### config.mk
export PLATFORM = sky130hd
export DESIGN_NAME = line_ending_translator
export DESIGN_NICKNAME = d
export VERILOG_FILES = /design/src/hw/rtl/ltr_pkg.sv /design/src/hw/rtl/ltr_front.sv /design/src/hw/rtl/ltr_fifo.sv /design/src/hw/rtl/ltr_back.sv /design/src/hw/rtl/line_ending_translator.sv
export SDC_FILE = /design/constraint.sdc
export NUM_CORES = 1
export LEC_CHECK = 0
export BUFFER_PORTS_ARGS = -buffer_cell sky130_fd_sc_hd__buf_2
export CAP_MARGIN = 10
export CORE_UTILIZATION = 50
export DETAILED_ROUTE_END_ITERATION = 16
export MAX_ROUTING_LAYER = met4
export PLACE_DENSITY = 0.77
export SYNTH_ARGS = -nofsm -noshare
export SYNTH_HDL_FRONTEND = slang
export SYNTH_SLANG_ARGS = --single-unit
### constraint.sdc
create_clock -name clk -period 3.61 [get_ports clk]
set_clock_uncertainty 0.15 [all_clocks]
set_input_delay 0.1805 -clock clk [delete_from_list [all_inputs] [get_ports clk]]
set_output_delay 0.1805 -clock clk [all_outputs]
set_load 0.02 [all_outputs]
### src/hw/rtl/ltr_pkg.sv
`timescale 1ns / 1ps

package ltr_pkg;

    localparam logic [7:0] BYTE_CR = 8'h0D;
    localparam logic [7:0] BYTE_LF = 8'h0A;

    // Line ending kinds, also used for the remembered first style
    localparam logic [1:0] KIND_NONE = 2'd0;
    localparam logic [1:0] KIND_CR   = 2'd1;
    localparam logic [1:0] KIND_LF   = 2'd2;
    localparam logic [1:0] KIND_CRLF = 2'd3;

    // Result status codes
    localparam logic [1:0] ST_DATA  = 2'd0;
    localparam logic [1:0] ST_ERROR = 2'd1;
    localparam logic [1:0] ST_DONE  = 2'd2;

    // Configuration register indexes
    localparam logic [1:0] REG_EOL_LEN    = 2'd0;
    localparam logic [1:0] REG_EOL_FIRST  = 2'd1;
    localparam logic [1:0] REG_EOL_SECOND = 2'd2;
    localparam logic [1:0] REG_REPAIR     = 2'd3;

    localparam int MAX_WORDS = 3;
    localparam int QDEPTH    = 2;
    localparam int QPTR_W    = (QDEPTH > 1) ? $clog2(QDEPTH) : 1;
    localparam int QCNT_W    = $clog2(QDEPTH + 1);

    typedef struct packed {
        logic [1:0] eol_len;
        logic [7:0] eol_first;
        logic [7:0] eol_second;
        logic       repair;
    } cfg_t;

    typedef struct packed {
        logic [7:0] data;
        logic [1:0] status;
    } word_t;

    // All result words caused by one accepted input byte
    typedef struct packed {
        logic [1:0]                 cnt;
        word_t [MAX_WORDS-1:0]      w;
    } job_t;

    typedef struct packed {
        logic halted;
        logic raise;
    } front_stat_t;

endpackage

### src/hw/rtl/ltr_front.sv
`timescale 1ns / 1ps

module ltr_front
(
    input  logic                 clk,
    input  logic                 rst_n,
    input  logic                 item_valid,
    input  logic [7:0]           in_byte,
    input  logic                 end_of_stream,
    input  ltr_pkg::cfg_t        cfg,
    output ltr_pkg::job_t        job,
    output logic                 job_push,
    output ltr_pkg::front_stat_t stat
);

    logic [1:0] pending_reg, pending_next;
    logic [1:0] first_reg, first_next;
    logic       halted_reg;

    logic       is_nl;
    logic [1:0] kind_in;
    logic [1:0] ekind;
    logic       have_end;
    logic       tail_data;
    logic       tail_done;
    logic       style_ok;
    logic [1:0] n;
    ltr_pkg::job_t job_ok;

    assign is_nl   = (in_byte == ltr_pkg::BYTE_CR) || (in_byte == ltr_pkg::BYTE_LF);
    assign kind_in = (in_byte == ltr_pkg::BYTE_CR) ? ltr_pkg::KIND_CR : ltr_pkg::KIND_LF;

    // Classify: which ending (if any) to write, what follows it, next pending
    always_comb
    begin
        have_end     = 1'b0;
        ekind        = pending_reg;
        tail_data    = 1'b0;
        tail_done    = 1'b0;
        pending_next = pending_reg;
        if (end_of_stream)
        begin
            have_end     = (pending_reg != ltr_pkg::KIND_NONE);
            tail_done    = 1'b1;
            pending_next = ltr_pkg::KIND_NONE;
        end
        else if (is_nl && (cfg.eol_len != 2'd0))
        begin
            if (pending_reg == ltr_pkg::KIND_NONE)
            begin
                pending_next = kind_in;
            end
            else if ((pending_reg == kind_in) ||
                     ((pending_reg == ltr_pkg::KIND_LF) && (kind_in == ltr_pkg::KIND_CR)))
            begin
                have_end     = 1'b1;
                pending_next = kind_in;
            end
            else
            begin
                have_end     = 1'b1;
                ekind        = ltr_pkg::KIND_CRLF;
                pending_next = ltr_pkg::KIND_NONE;
            end
        end
        else
        begin
            have_end     = (pending_reg != ltr_pkg::KIND_NONE);
            tail_data    = 1'b1;
            pending_next = ltr_pkg::KIND_NONE;
        end
    end

    assign style_ok = !have_end || (first_reg == ltr_pkg::KIND_NONE) || cfg.repair ||
                      (first_reg == ekind);

    always_comb
    begin
        if (end_of_stream)
            first_next = ltr_pkg::KIND_NONE;
        else if (have_end && (first_reg == ltr_pkg::KIND_NONE))
            first_next = ekind;
        else
            first_next = first_reg;
    end

    // Assemble the result words
    always_comb
    begin
        job_ok = '0;
        n      = 2'd0;
        if (have_end)
        begin
            unique case (cfg.eol_len)
                2'd0:
                begin
                    job_ok.w[0].data = (ekind == ltr_pkg::KIND_CR) ? ltr_pkg::BYTE_CR
                                                                   : ltr_pkg::BYTE_LF;
                    n = 2'd1;
                end
                2'd1:
                begin
                    job_ok.w[0].data = cfg.eol_first;
                    n = 2'd1;
                end
                default:
                begin
                    job_ok.w[0].data = cfg.eol_first;
                    job_ok.w[1].data = cfg.eol_second;
                    n = 2'd2;
                end
            endcase
        end
        if (tail_data)
        begin
            job_ok.w[n].data   = in_byte;
            job_ok.w[n].status = ltr_pkg::ST_DATA;
            n = n + 2'd1;
        end
        else if (tail_done)
        begin
            job_ok.w[n].status = ltr_pkg::ST_DONE;
            n = n + 2'd1;
        end
        job_ok.cnt = n;
    end

    always_comb
    begin
        job = job_ok;
        if (!style_ok)
        begin
            job           = '0;
            job.cnt       = 2'd1;
            job.w[0].status = ltr_pkg::ST_ERROR;
        end
    end

    assign job_push    = item_valid && !halted_reg && (job.cnt != 2'd0);
    assign stat.halted = halted_reg;
    assign stat.raise  = item_valid && !halted_reg && !style_ok;

    always_ff @(posedge clk or negedge rst_n)
    begin
        if (!rst_n)
        begin
            pending_reg <= ltr_pkg::KIND_NONE;
            first_reg   <= ltr_pkg::KIND_NONE;
            halted_reg  <= 1'b0;
        end
        else if (item_valid && !halted_reg)
        begin
            if (!style_ok)
            begin
                halted_reg <= 1'b1;
            end
            else
            begin
                pending_reg <= pending_next;
                first_reg   <= first_next;
            end
        end
    end

endmodule

### src/hw/rtl/ltr_fifo.sv
`timescale 1ns / 1ps

module ltr_fifo
(
    input  logic          clk,
    input  logic          rst_n,
    input  logic          push,
    input  ltr_pkg::job_t push_job,
    input  logic          pop,
    output ltr_pkg::job_t head,
    output logic          not_empty,
    output logic          full
);

    ltr_pkg::job_t mem_reg [ltr_pkg::QDEPTH];
    logic [ltr_pkg::QPTR_W-1:0] wr_ptr_reg, rd_ptr_reg;
    logic [ltr_pkg::QCNT_W-1:0] count_reg;
    logic do_push, do_pop;

    assign not_empty = (count_reg != '0);
    assign full      = (count_reg == ltr_pkg::QCNT_W'(ltr_pkg::QDEPTH));
    assign head      = mem_reg[rd_ptr_reg];
    assign do_push   = push && !full;
    assign do_pop    = pop && not_empty;

    function automatic logic [ltr_pkg::QPTR_W-1:0] bump(input logic [ltr_pkg::QPTR_W-1:0] p);
        if (p == ltr_pkg::QPTR_W'(ltr_pkg::QDEPTH - 1))
            bump = '0;
        else
            bump = p + ltr_pkg::QPTR_W'(1);
    endfunction

    always_ff @(posedge clk)
    begin
        if (do_push)
            mem_reg[wr_ptr_reg] <= push_job;
    end

    always_ff @(posedge clk or negedge rst_n)
    begin
        if (!rst_n)
        begin
            wr_ptr_reg <= '0;
            rd_ptr_reg <= '0;
            count_reg  <= '0;
        end
        else
        begin
            if (do_push)
                wr_ptr_reg <= bump(wr_ptr_reg);
            if (do_pop)
                rd_ptr_reg <= bump(rd_ptr_reg);
            if (do_push && !do_pop)
                count_reg <= count_reg + ltr_pkg::QCNT_W'(1);
            else if (do_pop && !do_push)
                count_reg <= count_reg - ltr_pkg::QCNT_W'(1);
        end
    end

endmodule

### src/hw/rtl/ltr_back.sv
`timescale 1ns / 1ps

module ltr_back
(
    input  logic          clk,
    input  logic          rst_n,
    input  ltr_pkg::job_t head,
    input  logic          head_valid,
    output logic          head_pop,
    input  logic          pop,
    output logic          out_valid,
    output ltr_pkg::word_t out_word,
    output logic          out_last
);

    logic [1:0]     idx_reg;
    logic           vld_reg;
    ltr_pkg::word_t word_reg;
    logic           last_reg;
    logic           load;
    logic           final_word;

    assign load       = head_valid && (!vld_reg || pop);
    assign final_word = (idx_reg == (head.cnt - 2'd1));
    assign head_pop   = load && final_word;

    assign out_valid = vld_reg;
    assign out_word  = word_reg;
    assign out_last  = last_reg;

    always_ff @(posedge clk)
    begin
        if (load)
        begin
            word_reg <= head.w[idx_reg];
            last_reg <= final_word;
        end
    end

    always_ff @(posedge clk or negedge rst_n)
    begin
        if (!rst_n)
        begin
            vld_reg <= 1'b0;
            idx_reg <= 2'd0;
        end
        else
        begin
            if (load)
            begin
                vld_reg <= 1'b1;
                idx_reg <= final_word ? 2'd0 : idx_reg + 2'd1;
            end
            else if (pop)
            begin
                vld_reg <= 1'b0;
            end
        end
    end

endmodule

### src/hw/rtl/line_ending_translator.sv
`timescale 1ns / 1ps

// Channel   Direction  Handshake        Word
// input     in         push / full      in_byte, end_of_stream
// result    out        pop / empty      out_byte, status, last
// config    in/out     APB write/read   eol_len @0, eol_first @4, eol_second @8, repair @12
//
// One input byte is accepted per cycle while full is low and classified in the same
// cycle; its zero to three result words are queued as one entry (none when it only
// starts holding an ending or the block is halted). The first word passes through the queue
// and then the output register; words then follow one per cycle while pop is high or the
// output is empty, and a two-entry queue absorbs bytes that expand to more than one word.
// Reset clears pending ending, style, halt, queue and output; full needs both entries.

module line_ending_translator
(
    input  logic        clk,
    input  logic        rst_n,
    // input channel
    input  logic        push,
    output logic        full,
    input  logic [7:0]  in_byte,
    input  logic        end_of_stream,
    // result channel
    output logic        empty,
    input  logic        pop,
    output logic [7:0]  out_byte,
    output logic [1:0]  status,
    output logic        last,
    // configuration port
    input  logic        psel,
    input  logic        penable,
    input  logic        pwrite,
    input  logic [3:0]  paddr,
    input  logic [31:0] pwdata,
    output logic [31:0] prdata,
    output logic        pready
);

    ltr_pkg::cfg_t        cfg_reg;
    ltr_pkg::job_t        front_job;
    ltr_pkg::job_t        q_head;
    ltr_pkg::front_stat_t front_stat;
    ltr_pkg::word_t       res_word;
    logic                 front_push;
    logic                 q_full;
    logic                 q_not_empty;
    logic                 q_pop;
    logic                 res_valid;
    logic                 item_valid;
    logic                 cfg_wr;

    // Register file: decode on the word address only
    assign pready = 1'b1;
    assign cfg_wr = psel && penable && pwrite && pready;

    always_ff @(posedge clk or negedge rst_n)
    begin
        if (!rst_n)
        begin
            cfg_reg.eol_len    <= 2'd1;
            cfg_reg.eol_first  <= 8'd10;
            cfg_reg.eol_second <= 8'd0;
            cfg_reg.repair     <= 1'b0;
        end
        else if (cfg_wr)
        begin
            unique case (paddr[3:2])
                ltr_pkg::REG_EOL_LEN:    cfg_reg.eol_len    <= pwdata[1:0];
                ltr_pkg::REG_EOL_FIRST:  cfg_reg.eol_first  <= pwdata[7:0];
                ltr_pkg::REG_EOL_SECOND: cfg_reg.eol_second <= pwdata[7:0];
                ltr_pkg::REG_REPAIR:     cfg_reg.repair     <= pwdata[0];
            endcase
        end
    end

    always_comb
    begin
        unique case (paddr[3:2])
            ltr_pkg::REG_EOL_LEN:    prdata = {30'd0, cfg_reg.eol_len};
            ltr_pkg::REG_EOL_FIRST:  prdata = {24'd0, cfg_reg.eol_first};
            ltr_pkg::REG_EOL_SECOND: prdata = {24'd0, cfg_reg.eol_second};
            ltr_pkg::REG_REPAIR:     prdata = {31'd0, cfg_reg.repair};
        endcase
    end

    // Front: accept and classify, hold the pending ending and first style
    assign full       = q_full;
    assign item_valid = push && !q_full;

    ltr_front u_front
    (
        .clk           (clk),
        .rst_n         (rst_n),
        .item_valid    (item_valid),
        .in_byte       (in_byte),
        .end_of_stream (end_of_stream),
        .cfg           (cfg_reg),
        .job           (front_job),
        .job_push      (front_push),
        .stat          (front_stat)
    );

    // Queue of per-byte result groups between the two sides
    ltr_fifo u_fifo
    (
        .clk       (clk),
        .rst_n     (rst_n),
        .push      (front_push),
        .push_job  (front_job),
        .pop       (q_pop),
        .head      (q_head),
        .not_empty (q_not_empty),
        .full      (q_full)
    );

    // Back: walk the group one word per cycle, while the output is popped or empty, into the output register
    ltr_back u_back
    (
        .clk        (clk),
        .rst_n      (rst_n),
        .head       (q_head),
        .head_valid (q_not_empty),
        .head_pop   (q_pop),
        .pop        (pop),
        .out_valid  (res_valid),
        .out_word   (res_word),
        .out_last   (last)
    );

    assign empty    = !res_valid;
    assign out_byte = res_word.data;
    assign status   = res_word.status;

`ifndef SYNTHESIS
    // An error halts the front from the next cycle on
    a_raise_halts: assert property (@(posedge clk) disable iff (!rst_n)
        front_stat.raise |=> front_stat.halted)
        else $error("error raised without halting");

    // Halt holds until reset
    a_halt_sticky: assert property (@(posedge clk) disable iff (!rst_n)
        front_stat.halted |=> front_stat.halted)
        else $error("halt released without reset");

    // Error and done words end their group with a zero byte; an error word stands alone
    a_nondata_last: assert property (@(posedge clk) disable iff (!rst_n)
        (!empty && (status != ltr_pkg::ST_DATA)) |-> (last && (out_byte == 8'd0)))
        else $error("non-data word malformed");

    // The front never pushes into a full queue
    a_no_overflow: assert property (@(posedge clk) disable iff (!rst_n)
        front_push |-> !q_full)
        else $error("queue overflow");
`endif

endmodule
Word level (Yosys, flattened, before mapping) --
Memory sizes are Yosys's and may differ from the RTL's. Cells that the tools add are included.
Word-level totals: memories 1, register bits 42, logic and storage cells 134, RAM bits 64
Cells by class: bitwise logic cells 1, multiplexer cells 48, equality and inequality tests 13, order comparisons 3, reductions and logical operators 46, $add $sub $neg 7
Memory list:
- u_fifo.mem_reg | words 2, width 32, read ports 1, clocked after Yosys merged registers in 0, write ports 1, RTL line ltr_fifo.sv:15 | ltr_pkg::job_t mem_reg [ltr_pkg::QDEPTH];
Operators by type and width (count):
- $pmux 32 s4 | 1
- $bwmux 30 | 3
- $mux 30 | 2
- $demux 10 s2 | 2
- $mux 2 | 19
- $mux 32 | 1
- $mux 8 | 4
- $bmux 10 s2 | 1
- $mux 10 | 2
- $eq 8x4->1 const B | 2
- $logic_and 1x1->1 | 15
- $reduce_bool 2->1 | 7
- $mux 1 | 12
- $reduce_and 2->1 | 6
- $eq 2x1->1 const B | 4
- $eq 2x2->1 const B | 4
- $logic_not 2->1 | 4
- $add 2x1->2 const B | 3
- $eq 2x2->1 | 3
- $logic_not 1->1 | 6
- $logic_or 1x1->1 | 6
- $lt 2x3->1 const B | 2
- $sub 2x1->2 const B | 2
- $mux 3 | 1
- 5 further kinds | 6

Longest topological paths before layout --
Gate-level depths: netlist (run 1).
depth in word-level cells 24, mapped depth 11, depth with buffers taken out 10

Hierarchy --
Synthesis (run 1) repeated with hierarchy kept, for this count alone.
Second synthesis, totals: cell total of the unflattened synthesis 393, area, all modules 5367.6 um2
Modules (own cells, without submodules):
- ltr_fifo | times used 1, area an instance 2662.6 um2, cells an instance 119
- line_ending_translator | times used 1, area an instance 1096.1 um2, cells an instance 88
- ltr_front | times used 1, area an instance 858.3 um2, cells an instance 119
- ltr_back | times used 1, area an instance 750.7 um2, cells an instance 67

Worst setup path before layout (run 1) --
Ideal clock, no wire load.
path type input to register, start point in in_byte[7], end point mem u_fifo.mem_reg[0][0] (netlist name) (enable), setup time 0.417 ns, slack 0.244 ns, cell stages on the path 6, arrival 2.799 ns, path through or4b_1 -> nor3_1 -> a21oi_1 -> a21oi_2 -> o21bai_2 -> nor2_1
Between the ends: longest elaborated chain between the ends 17, elaborated cells between the ends (all ways) 32
RTL lines:
- start, declared | RTL line line_ending_translator.sv:22 | input logic [7:0] in_byte,
- $eq 8x4->1 | RTL line ltr_front.sv:30, ltr_front.sv:31
- $mux 2 | RTL line ltr_front.sv:31 | assign kind_in = (in_byte == ltr_pkg::BYTE_CR) ? ltr_pkg::KIND_CR : ltr_pkg::KIND_LF;
- $eq 2x1->1 | RTL line ltr_front.sv:54 | ((pending_reg == ltr_pkg::KIND_LF) && (kind_in == ltr_pkg::KIND_CR)))
- $logic_and 1x1->1 | RTL line ltr_front.sv:54
- $logic_or 1x1->1 | RTL line ltr_front.sv:53 | else if ((pending_reg == kind_in) ||
- $mux 2 | RTL line ltr_front.sv:53
- $mux 2 | RTL line ltr_front.sv:49 | if (pending_reg == ltr_pkg::KIND_NONE)
- $mux 2 | RTL line ltr_front.sv:47 | else if (is_nl && (cfg.eol_len != 2'd0))
- $mux 2 | RTL line ltr_front.sv:41 | if (end_of_stream)
- $eq 2x2->1 | RTL line ltr_front.sv:75 | (first_reg == ekind);
- $logic_or 1x1->1 | RTL line ltr_front.sv:74 | assign style_ok = !have_end || (first_reg == ltr_pkg::KIND_NONE) || cfg.repair ||
- $mux 32 * | RTL line ltr_front.sv:131 | if (!style_ok)
- $reduce_bool 2->1 * | RTL line ltr_front.sv:139 | assign job_push = item_valid && !halted_reg && (job.cnt != 2'd0);
- $logic_and 1x1->1 * | RTL line ltr_front.sv:139
- $logic_and 1x1->1 * | RTL line ltr_fifo.sv:23 | assign do_push = push && !full;
- $mux 1 * | RTL line ltr_fifo.sv:35 | if (do_push)
- $mux 1 (implied by the code) * | RTL line ltr_fifo.sv:36 | mem_reg[wr_ptr_reg] <= push_job;
- end, declared | RTL line ltr_fifo.sv:15
Every way passes the cells marked *; elsewhere a longest branch is shown, timed or not.

Final worst setup path (run 1) --
start point reg cfg_reg[17] (netlist name), end point reg u_fifo.count_reg[1] (netlist name)
Between the ends: longest elaborated chain between the ends 15, elaborated cells between the ends (all ways) 30
RTL lines:
- start, declared | RTL line line_ending_translator.sv:40 | ltr_pkg::cfg_t cfg_reg;
- $reduce_bool 2->1 | RTL line ltr_front.sv:47
- $logic_and 1x1->1 | RTL line ltr_front.sv:47
- $mux 1 | RTL line ltr_front.sv:47
- $mux 1 | RTL line ltr_front.sv:41
- $mux 2 / $logic_not 1->1 (equally long branches) | RTL line ltr_front.sv:92, ltr_front.sv:74
- $add 2x1->2 / $logic_or 1x1->1 (equally long branches) | RTL line ltr_front.sv:118, ltr_front.sv:123, ltr_front.sv:74
- $mux 2 / $logic_or 1x1->1 (equally long branches) | RTL line ltr_front.sv:120, ltr_front.sv:74
- $mux 2 / $logic_or 1x1->1 (equally long branches) | RTL line ltr_front.sv:114, ltr_front.sv:74
- $mux 32 * | RTL line ltr_front.sv:131
- $reduce_bool 2->1 * | RTL line ltr_front.sv:139
- $logic_and 1x1->1 * | RTL line ltr_front.sv:139
- $logic_and 1x1->1 * | RTL line ltr_fifo.sv:23
- via u_fifo.do_push | RTL line ltr_fifo.sv:18 | logic do_push, do_pop;
- $logic_not 1->1 | RTL line ltr_fifo.sv:55 | else if (do_pop && !do_push)
- $logic_and 1x1->1 | RTL line ltr_fifo.sv:55
- $reduce_bool 2->1 (no line)
- end signal, assigned | RTL line ltr_fifo.sv:54 | count_reg <= count_reg + ltr_pkg::QCNT_W'(1);
- end signal, assigned | RTL line ltr_fifo.sv:56 | count_reg <= count_reg - ltr_pkg::QCNT_W'(1);
- end, declared | RTL line ltr_fifo.sv:17 | logic [ltr_pkg::QCNT_W-1:0] count_reg;
Mark *: on every way through the listed nets, which the timed path passes. The rest lies on a longest branch. A chain may end at the register's enable or synchronous reset.

==> impl_results.md, run 1 <==
* Yosys cell types at 51
* Setup crit start kind: register
* Tcrit/Tclk final at 78.6%
* TritonCTS clock tree: yes
* Worst Path Arrival at 2.99 ns
* Number of primary I/O pins at 98
* End of the worst hold path: u_fifo.mem_reg[1][27]$_DFFE_PP_
* Number of buffers inserted by port buffering at 46
* Number of flops mapped to enable cells by yosys at 71
* Pins over their slew limit at 0
* Post-Synthesis Cell Area at between 0.004 and 0.005 sq mm
* Switching share of total power at between 30% and 40%
* Most frequently used cell type in the post-synthesis netlist: edfxtp_1
* Routed Antenna Nets at 0
* Number of maximum-capacitance constraint violations at 0
* Clock group share of total power at between 20% and 30%
* Clock root buffer master: clkbuf_8
* Placed Instance Area at 0.00503 sq mm
* Critical hold path startpoint: in_byte[5]
* Power Dens Cells at 648 mW/mm^2
* Count of routing violations after the opening detailed-route iteration at 202
* Final period demand of the worst path at about 2.8 ns
* Post-Layout Inst Area at roughly 0.0053 sq mm
* Result of the run: completed
* Most used standard cells in the synthesized netlist: edfxtp_1, nor2_1, dfrtp_1, buf_4, mux2_2
* Max H-tree Level at 3
* Worst flop-to-flop path startpoint: cfg_reg[17]$_DFFE_PN1P_
* Global router's overall resource usage at a little under a fifth
* Final TNS setup at 0 ns
* Slowest stage cell on the critical path: dfstp_2
* Avg Synthesized Cell Area at approximately 13 sq um
* Worst-case clock buffer depth at 2
* Max Fclk at roughly 350 MHz
* Leak at 2.17 nW
* Worst vdd rail ir drop at 0.292 mV
* Share of post-route cells with drive strength above 1 at a little over a quarter
* RSZ-0062 raised after global routing: false
* DRT Wirelength at around 8500 microns
* NumNets Final at 466
* Post-synth top area share at 44.8%
* CORE AREA at 0.00924 sq mm
* Pin count of the biggest net entering global routing at 32
* Remaining Overflow, GRT at 0
* Instance count along the most critical hold path at 2
* Most used cell along the critical path: nor2_1
* Top_reg_cell synth: edfxtp_1
* Startpoint of the worst setup timing path: cfg_reg[17]$_DFFE_PN1P_
* Top area cells in the synthesized netlist: edfxtp_1, dfrtp_1, mux2_2
* Final routed wire length divided by cell count at 15.6 microns
* Reg power frac at about half
* Sequential share of the synthesized area at 61.1%
* Reg clk slew, reported paths at 0.11 ns
* Top cell type by total area after synthesis: edfxtp_1
* Detailed-route DRC error count at 0
* Via count of the first global-routing pass at between 2000 and 3000
* Ratio of routed vias to standard cells at 5.30
* Hold Vio Cnt, Final at 0
* Class of the tightest hold or removal check: in -> reg
* Cells along the critical path: nor2_1 > nor3_1 > a21oi_2 > or3_1 > o21bai_2 > inv_1 > ha_1 > xor2_1 > nor2_1 > xnor2_1
* Clk sink count at 102
* Clock latency reported for the late side of the worst-skew pair at 0.38 ns
* Wire length of the first global-routing pass at 13900 microns
* Max-slew headroom at the worst pin at 50.8%
* Int Power at between 0.002 and 0.0025 W
* Initial standard-cell utilization of the core at approximately half
* Number of antenna violations at the first check in global routing at 0
* Req. time, crit path at 3.76 ns
* Post-DP HPWL at 5980 microns
* Number of flip-flops and latches in the synthesized netlist at around 100
* Total net switching power at 0.00116 W
* Critical-path maximum fanout at 10
* Die footprint at 0.00992 sq mm
* Layout overhead on the synthesized area at 11.8%
* FF-to-FF End: u_fifo.count_reg[1]$_DFFE_PN0P_
* Fraction of synthesis flops using an asynchronous set or reset pin at between 30 and 40%
* Worst stage delay on the critical path at 0.58 ns
* Pin slew with the least headroom to its limit at 0.735 ns
* Number of clock buffers inserted by TritonCTS at 9
* Final RePlAce weighted congestion at 0.848
* Post-Syn Instances at 358
* Total of cells resized after clock tree synthesis at 0
* Cell count of the worst reg-to-reg path at 10
* Register-to-register path setup slack at 0.77 ns
* Number of detailed-routing iterations run before antenna repair at 5
* Number of rows in the core area at 35
* Number of diodes added for antenna fixing at 0
* Vertical extent of the die at 99.6 microns
* Total setup violations reported at the end of the flow at 0
* Synth warn at 0
* DIE WIDTH at between 90 and 100 microns
* Worst setup path category: reg -> reg
* CP Capture Type: register
* Combinational fraction of design power at ~29%
* Number of flip-flops under the largest register name at 60
* Vias at 2892
cells in the final DEF, fill, tap and decap left out, types with 2 or more instances in the layout:
cell type,Yosys,routed
nor3_1,13,13
edfxtp_1,71,71
or2_2,2,2
inv_6,0,2
a32oi_1,4,4
nand3b_1,2,2
nor2_2,1,3
buf_2,3,46
xnor2_1,4,4
buf_4,25,5
clkinv_4,0,4
mux2_2,21,21
dfstp_2,3,3
a22o_1,6,6
inv_1,17,17
o22ai_1,9,9
and2_1,9,9
o21ai_0,5,5
nand3_1,3,3
a22oi_1,9,9
dlygate4sd3_1,0,10
a21o_1,3,3
dfrtp_1,28,28
nor2_1,36,34
mux4_2,10,10
clkbuf_8,0,9
or3_1,2,2
a211oi_1,2,2
nand2b_1,3,3
xor2_1,2,2
a21oi_2,2,2
mux2i_1,14,14
ha_1,2,2
conb_1,2,25
nand2_1,9,9
a21oi_1,6,6
critical path, delay by kind of cell, from the launching register on:
kind / cells / cell delay, ns
fa+ha+maj: 1 / 0.19
simple gates: 4 / 1.03
xor+xnor: 2 / 0.26
compound gates: 2 / 0.46
flops: 1 / 0.58
buf+inv: 1 / 0.09
how the worst max path moves through the flow:
stage | cells past startpoint | end
6_report | 10 | u_fifo.count_reg[1]$_DFFE_PN0P_
5_1_grt | 10 | u_fifo.count_reg[1]$_DFFE_PN0P_
4_1_cts | 10 | u_fifo.count_reg[1]$_DFFE_PN0P_
3_5_place_dp | 11 | u_fifo.count_reg[1]$_DFFE_PN0P_
3_3_place_gp | 11 | u_fifo.count_reg[1]$_DFFE_PN0P_
2_1_floorplan | 6 | u_fifo.mem_reg[0][0]$_DFFE_PP_
layer usage:
layer / vias to the layer above / share of wire (%) / global-route usage (%)
met5: - / 0 / -
met1: 1394 / 45 / 24.8
met4: 0 / 1.9 / 8.03
li1: 1377 / - / -
met2: 109 / 48 / 29.4
met3: 12 / 4.9 / 2.95
what timing repair did:
| item | in CTS | in global routing |
|---|---|---|
| hold endpoints to repair | 48 | 0 |
| endpoints found under the setup margin | 0 | 0 |
| hold buffers | 10 | 0 |
| setup buffers | 0 | 0 |
power by group through the flow:
stage | combinational (W) | clock [W] | sequential [W]
after detailed placement | 0.00100 | 0 | 0.00179
after global placement | 0.000981 | 0 | 0.00177
final | 0.00100 | 0.000690 | 0.00176
after floorplan | 0.000740 | 0 | 0.00179
after CTS | 0.00101 | 0.000703 | 0.00176
after global routing | 0.00109 | 0.000748 | 0.00179
area by class of cell:
class,instances,area (sq um)
sequential,102,2910
multi-input combinational,221,1630
tap,129,161
clock buffer,9,124
inverter,17,63.8
clock inverter,7,68.8
timing repair buffer,61,368
fill,744,3920
cells by family (layout without fill, tap and decap cells):
kind of cell	after synthesis	count (layout)	share of synthesized area, %
compound gates	52	52	8.09
xor+xnor	6	6	1.10
fa+ha+maj	2	2	0.525
buf+inv	58	94	6.62
flops	102	102	61.1
mux	45	45	12.6
other cells	2	25	0.158
simple gates	91	91	9.75
stage by stage:
step                hold WS, ns  setup WS (ns)  std cells  total power, W  util, %
finish                   0.0296          0.773        546         0.00345     57.6
global route             0.0420          0.634        546         0.00363     57.6
CTS                      0.0194          0.807        546         0.00348     57.6
detailed placement        0.122          0.624        520         0.00279     54.5
global placement         0.0971          0.645        520         0.00275     54.5
floorplan                -0.265          0.244        381         0.00253        -
No activity file was read; power rests on OpenSTA's default activity.
==> run 2: changes to the inputs <==
Settings changed: CORE_UTILIZATION 50 to 49, PLACE_DENSITY 0.77 to 0.78.
Clock period 3.61 ns to 2.35 ns, I/O delays scaled along.
==> run 2 against run 1 <==
Compared with the run above: the flow now finishes with violations (setup timing); critical path type unchanged; flip-flop and latch count unchanged; maximum frequency up 16%; global-route usage increased by 2.4 points; largest cell class unchanged; critical endpoint unchanged; highest routed layer unchanged; first-iteration DRC count is 3.5% higher.
==> impl_results.md, run 2 (same netlist as run 1, synthesis figures left out) <==
* Clock group share of total power at 18.9%
* Crit path setup slack, layout at -0.0921 ns
* Power, Total at 0.00561 W
* Initial standard-cell utilization of the core at 51.1%
* Wire length of the first global-routing pass at 15600 microns
* Die footprint at a little over 0.01 sq mm
* Number of antenna violations at the first check in global routing at 0
* Layout overhead on the synthesized area at 19.5%
* Worst stage delay on the critical path at 0.46 ns
* Worst-case clock buffer depth at 2
* Placed Instance Area at around 0.0053 sq mm
* Number of detailed-routing iterations run before antenna repair at 5
* NumNets Final at 502
* Int Power at about 0.0037 W
* Core occupancy in the finished layout at 61.0%
* Final RePlAce weighted congestion at 0.835
* CORE AREA at 0.00933 sq mm
* Max H-tree Level at 3
* Critical hold path startpoint: in_byte[2]
* Req. time, crit path at between 2 and 3 ns
* Worst path buffer plus inverter count at 2
* Max-slew headroom at the worst pin at 45.9%
* Top Family by Delay on Critical Path: simple AND/OR/NAND/NOR gates
* Reg power frac at 47.2%
* Number of flip-flops under the largest register name at 60
* Post-DP HPWL at 6880 microns
* DIE WIDTH at just over 100 microns
* Filler cell count at 723
* Number of diodes added for antenna fixing at 0
* Class of the tightest hold or removal check: in -> reg
* Routed Antenna Nets at 0
* Worst flop-to-flop path startpoint: u_front.pending_reg[0]$_DFFE_PN0P_
* Final TNS setup at -1.63 ns
* Final routed wire length divided by cell count at 17.1 microns
* Failing checks: setup timing
* RSZ-0062 raised after global routing: true
* Hold Vio Cnt, Final at 0
* Clock root buffer master: clkbuf_8
* Via count of the first global-routing pass at 3082
* Pins over their slew limit at 0
* Total net switching power at just under 0.002 W
* Slowest stage cell on the critical path: dfrtp_2
* Number of primary I/O pins at between 90 and 100
* Max Fclk at 409 MHz
* Number of buffers inserted by port buffering at 46
* Reg clk slew, reported paths at approximately 0.10 ns
* Count of routing violations after the opening detailed-route iteration at 209
* Combinational fraction of design power at 33.9%
* Vias at about 3100
* Most frequent standard cell in the layout excluding fill and tap cells: edfxtp_1
* Remaining Overflow, GRT at 0
* Result of the run: finished, violations left
* Post-Place Worst Slack at -0.346 ns
* Pin count of the biggest net entering global routing at 32
* Most frequent cells in the layout: edfxtp_1, buf_2, buf_4
* Vertical extent of the die at ~100 microns
* Leak at 2.35 nW
* CP Capture Type: register
* Final period demand of the worst path at 2.44 ns
* Pin slew with the least headroom to its limit at 0.810 ns
* Switching share of total power at 34.4%
* Setup crit start kind: register
* Total setup violations reported at the end of the flow at 38
* Worst Path Arrival at 2.59 ns
* Global router's overall resource usage at 21.2%
* Cells along the critical path: nor2_4 > nor2_2 > ha_1 > or3_4 > o21bai_4 > buf_6 > inv_2 > ha_4 > xor2_1 > nor2_1 > xnor2_1
* Worst vdd rail ir drop at 0.433 mV
* Ratio of routed vias to standard cells at around 5.4
* Clock latency reported for the late side of the worst-skew pair at 0.36 ns
* Startpoint of the worst setup timing path: u_front.pending_reg[0]$_DFFE_PN0P_
* Clk sink count at 102
* Critical-path maximum fanout at 5
* Number of clock buffers inserted by TritonCTS at 9
* Power Dens Cells at 986 mW/mm^2
* Worst setup path category: reg -> reg
* Share of post-route cells with drive strength above 1 at 34.9%
* DRT Wirelength at 9950 microns
* Number of maximum-capacitance constraint violations at 0
* TritonCTS clock tree: yes
* Tcrit/Tclk final at 104%
* Post-Layout Inst Area at 0.00569 sq mm
* Detailed-route DRC error count at 0
* Number of rows in the core area at 35
run 2: cell count changes in the layout (fill, tap and decap cells not counted), sizes merged:
cell	before	now
dlygate4sd3	10	11
clkinvlp	0	1
clkinv	5	3
buf	51	84
nor2	37	39
inv	19	20
run 2: layout make-up:
cell class	count	area, sq um	share of cell area (%)
timing repair buffer	95	642	11.3
clock inverter	7	68.8	1.21
sequential	102	2910	51.2
clock buffer	9	124	2.18
multi-input combinational	223	1720	30.2
tap	129	161	2.84
inverter	17	63.8	1.12
run 2: final timing paths:
path / to / slack, ns / cells after the start
worst max-delay path: u_fifo.count_reg[1]$_DFFE_PN0P_ / -0.09 / 11
worst min-delay path: u_fifo.mem_reg[1][24]$_DFFE_PP_ / 0.06 / 3
worst max register to register: u_fifo.count_reg[1]$_DFFE_PN0P_ / -0.09 / 11
worst min register to register: u_front.halted_reg$_DFFE_PN0P_ / 0.31 / 1
max in group asynchronous: u_front.pending_reg[0]$_DFFE_PN0P_ / 1.34 / 2
min in group asynchronous: u_back.idx_reg[1]$_DFFE_PN0P_ / 0.19 / 2
run 2: repair_timing:
item / CTS / global route
pin swaps: 8 / 3
gates cloned: 0 / 2
hold buffers: 11 / 0
endpoints found under the hold margin: 49 / 0
setup endpoints to repair: 82 / 80
resized for setup: 2 / 5
buffers inserted: 1 / 5
run 2: layer usage:
metal  track usage [%]  vias to the layer above  share of wire (%)
met3              4.51                       29                4.8
li1                  -                     1455                  -
met5                 -                        -                  0
met2              35.3                      135                 51
met4              6.24                        0                2.1
met1              26.3                     1525                 42
run 2: power by group through the flow:
stage / sequential, W / clock (W) / combinational, W
finish: 0.00265 / 0.00106 / 0.00190
global route: 0.00270 / 0.00116 / 0.00207
CTS: 0.00264 / 0.00108 / 0.00183
detailed placement: 0.00268 / 0 / 0.00180
global placement: 0.00265 / 0 / 0.00176
floorplan: 0.00275 / 0 / 0.00118
run 2: worst min-delay path, stage by stage:
cell and delay [ns]:
buf_2 0.09, buf_4 0.12, and2_1 0.14
run 2: stage by stage:
stage | hold slack [ns] | instances
after floorplan | -0.328 | 381
after global placement | 0.0537 | 547
after detailed placement | 0.0564 | 547
after CTS | 0.0315 | 575
after global routing | 0.0505 | 582
final | 0.0630 | 582
==> run 3: changes to the inputs <==
Settings changed: ABC_AREA from default to 1.
==> run 3 against run 2 <==
Compared with the run above: the flow now finishes without violations; flip-flop and latch count did not move; global-route usage fell by 0.22 points; sequential share of layout area decreased by 0.39 points; hold slack worse by 0.052 ns; routed wire length is 2.4% lower; synthesized cell count grew 33%; combinational power grew 35%; sequential power grew 5%; critical path type unchanged; largest cell class unchanged.
==> impl_results.md, run 3 <==
* Worst vdd rail ir drop at between 0.4 and 0.5 mV
* Worst Path Arrival at around 2.3 ns
* Core occupancy in the finished layout at 61.4%
* Yosys cell types at 40
* Number of clock buffers inserted by TritonCTS at 9
* Vias at 3489
* CP Capture Type: register
* Power, Total at approximately 0.0064 W
* Setup crit start kind: register
* # placed instances at 660
* Avg Synthesized Cell Area at between 10 and 15 sq um
* Power Dens Cells at 1110 mW/mm^2
* FF-to-FF End: u_fifo.mem_reg[0][18]$_DFFE_PP_
* Final RePlAce weighted congestion at ~0.87
* NumNets Final at between 600 and 700
* Worst flop-to-flop path startpoint: cfg_reg[17]$_DFFE_PN1P_
* Number of flip-flops under the largest register name at 60
* Total setup violations reported at the end of the flow at 0
* Final cell count without fillers at 696
* Leak at 2.41 nW
* Final period demand of the worst path at 2.30 ns
* Global router's overall resource usage at around a fifth
* Most used cell along the critical path: nand3_4
* Number of rows in the core area at 35
* DRT Wirelength at 9710 microns
* Worst path buffer plus inverter count at 4
* Vertical extent of the die at between 100 and 150 microns
* Max H-tree Level at 3
* Cells along the critical path: inv_2 > nand2_2 > nand3_2 > a21oi_4 > nor2_1 > o21ai_1 > nand3_4 > buf_6 > nand3_4 > clkinvlp_4 > clkbuf_16
* Number of diodes added for antenna fixing at 0
* DIE WIDTH at 101 microns
* Number of primary I/O pins at 98
* Top_reg_cell synth: edfxtp_1
* Result of the run: completed
* Pin slew with the least headroom to its limit at between 0.6 and 0.7 ns
* RSZ-0062 raised after global routing: true
* Most frequently used cell type in the post-synthesis netlist: nand2_1
* TritonCTS clock tree: yes
* Synth warn at 0
* Number of maximum-capacitance constraint violations at 0
* Initial standard-cell utilization of the core at 51.2%
* Critical-path maximum fanout at 8
* Wire length of the first global-routing pass at roughly 16000 microns
* Most used standard cells in the synthesized netlist: nand2_1, nor2_1, edfxtp_1, o21ai_0, inv_1
* Clock latency reported for the late side of the worst-skew pair at 0.37 ns
* Clk sink count at about 100
* Number of antenna violations at the first check in global routing at 0
* Ratio of routed vias to standard cells at between 5 and 6
* Pin count of the biggest net entering global routing at 32
* Clock root buffer master: clkbuf_8
* Number of buffers inserted by port buffering at 46
* Number of flops mapped to enable cells by yosys at 71
* Top cell type by total area after synthesis: edfxtp_1
* Slowest stage cell on the critical path: dfstp_2
* Instance count along the most critical hold path at 3
* Via count of the first global-routing pass at 3298
* Post-DP HPWL at ~6900 microns
* Hold Vio Cnt, Final at 0
* Detailed-route DRC error count at 0
* Worst-case clock buffer depth at 2
* Max Fclk at 435 MHz
* Post-Syn Instances at 476
* Max-slew headroom at the worst pin at 54.7%
* Top Family by Delay on Critical Path: flip-flops
* Count of routing violations after the opening detailed-route iteration at 158
* CORE AREA at 0.00933 sq mm
* Worst stage delay on the critical path at 0.55 ns
* Cell count of the worst reg-to-reg path at 11
* Most frequent standard cell in the layout excluding fill and tap cells: nand2_1
* Post-Synthesis Cell Area at 0.00478 sq mm
* Pins over their slew limit at 0
* Startpoint of the worst setup timing path: cfg_reg[17]$_DFFE_PN1P_
* Die footprint at a little over 0.01 sq mm
* Critical hold path startpoint: in_byte[4]
* Register-to-register path setup slack at 0.05 ns
* Final routed wire length divided by cell count at 13.9 microns
* Layout overhead on the synthesized area at 19.9%
* Tcrit/Tclk final at between 90% and 100%
* Class of the tightest hold or removal check: in -> reg
* Remaining Overflow, GRT at 0
* Number of flip-flops and latches in the synthesized netlist at 102
* Most frequent cells in the layout: nand2_1, nor2_1, edfxtp_1
* Share of post-route cells with drive strength above 1 at 22.6%
* Req. time, crit path at approximately 2.4 ns
* Worst setup path category: reg -> reg
* Sequential share of the synthesized area at 60.9%
* Routed Antenna Nets at 0
* Fraction of synthesis flops using an asynchronous set or reset pin at 30.4%
* Post-synth top area share at 44.6%
* End of the worst hold path: u_fifo.mem_reg[0][26]$_DFFE_PP_
* Top area cells in the synthesized netlist: edfxtp_1, dfrtp_1, nand2_1
* Number of detailed-routing iterations run before antenna repair at 5
* Reg clk slew, reported paths at 0.10 ns
## run 3: cells by family (layout without fill, tap and decap cells)
kind of cell / Yosys count / after routing / share of synthesized area [%]
AND/OR/NAND/NOR: 188 / 188 / 17.0
flip-flops: 102 / 102 / 60.9
AO/OA/AOI/OAI: 96 / 96 / 11.7
buffers and inverters: 79 / 147 / 8.43
XOR/XNOR: 6 / 6 / 1.10
adder cells (fa/ha/maj): 2 / 2 / 0.523
other: 2 / 25 / 0.157
multiplexers: 1 / 1 / 0.209
## run 3: worst register-to-register path, stage by stage, from the launching register on
cell        delay (ns)
dfstp_2           0.55
inv_2             0.03
nand2_2           0.06
nand3_2           0.08
a21oi_4           0.17
nor2_1            0.09
o21ai_1           0.25
nand3_4           0.13
buf_6             0.14
nand3_4           0.06
clkinvlp_4        0.17
clkbuf_16         0.21
## run 3: worst max-delay path by stage
stage                                 endpoint  slack (ns)  cells after the start
6_report       u_fifo.mem_reg[0][18]$_DFFE_PP_        0.05                     11
5_1_grt        u_fifo.count_reg[1]$_DFFE_PN0P_       -0.09                     13
4_1_cts        u_fifo.count_reg[1]$_DFFE_PN0P_       0.002                     14
3_5_place_dp   u_fifo.count_reg[1]$_DFFE_PN0P_       -0.02                     14
3_3_place_gp   u_fifo.count_reg[1]$_DFFE_PN0P_        0.05                     14
2_1_floorplan   u_fifo.mem_reg[1][0]$_DFFE_PP_       -0.11                     13
## run 3: routing by layer
metal / share of wire, % / track usage, %
met5: 0 / -
met3: 4.0 / 2.50
met2: 51 / 35.5
met1: 44 / 26.2
met4: 1.5 / 7.58
## run 3: layout make-up
cell class / instances / area, sq um
Tap cell: 129 / 161
Clock buffer: 10 / 128
Sequential cell: 102 / 2910
Fill cell: 732 / 3600
Inverter: 38 / 146
Timing Repair Buffer: 93 / 692
Multi-Input combinational cell: 318 / 1640
Clock inverter: 6 / 57.6
## run 3: timing repair
item	CTS	global route
resized for setup	2	8
gates cloned	0	1
pin swaps	1	2
buffers inserted	1	3
setup endpoints to repair	1	41
hold buffers	15	0
hold endpoints to repair	50	0
## run 3: stage by stage
step                setup TNS (ns)  area [sq um]  worst slack (ns)  hold WS [ns]
global placement                 0          5300            0.0498        0.0421
CTS                              0          5650           0.00219      0.000395
finish                           0          5730            0.0500        0.0107
floorplan                    -5.64          4910            -0.107        -0.328
global route                 -4.03          5730           -0.0879       0.00840
detailed placement         -0.0171          5300           -0.0171        0.0449
## run 3: where the power goes
part / internal (W) / total, W / switching, W
registers: 0.00258 / 0.00277 / 0.000190
clock network: 0.000404 / 0.00103 / 0.000627
logic: 0.000955 / 0.00256 / 0.00160
total: 0.00394 / 0.00636 / 0.00242
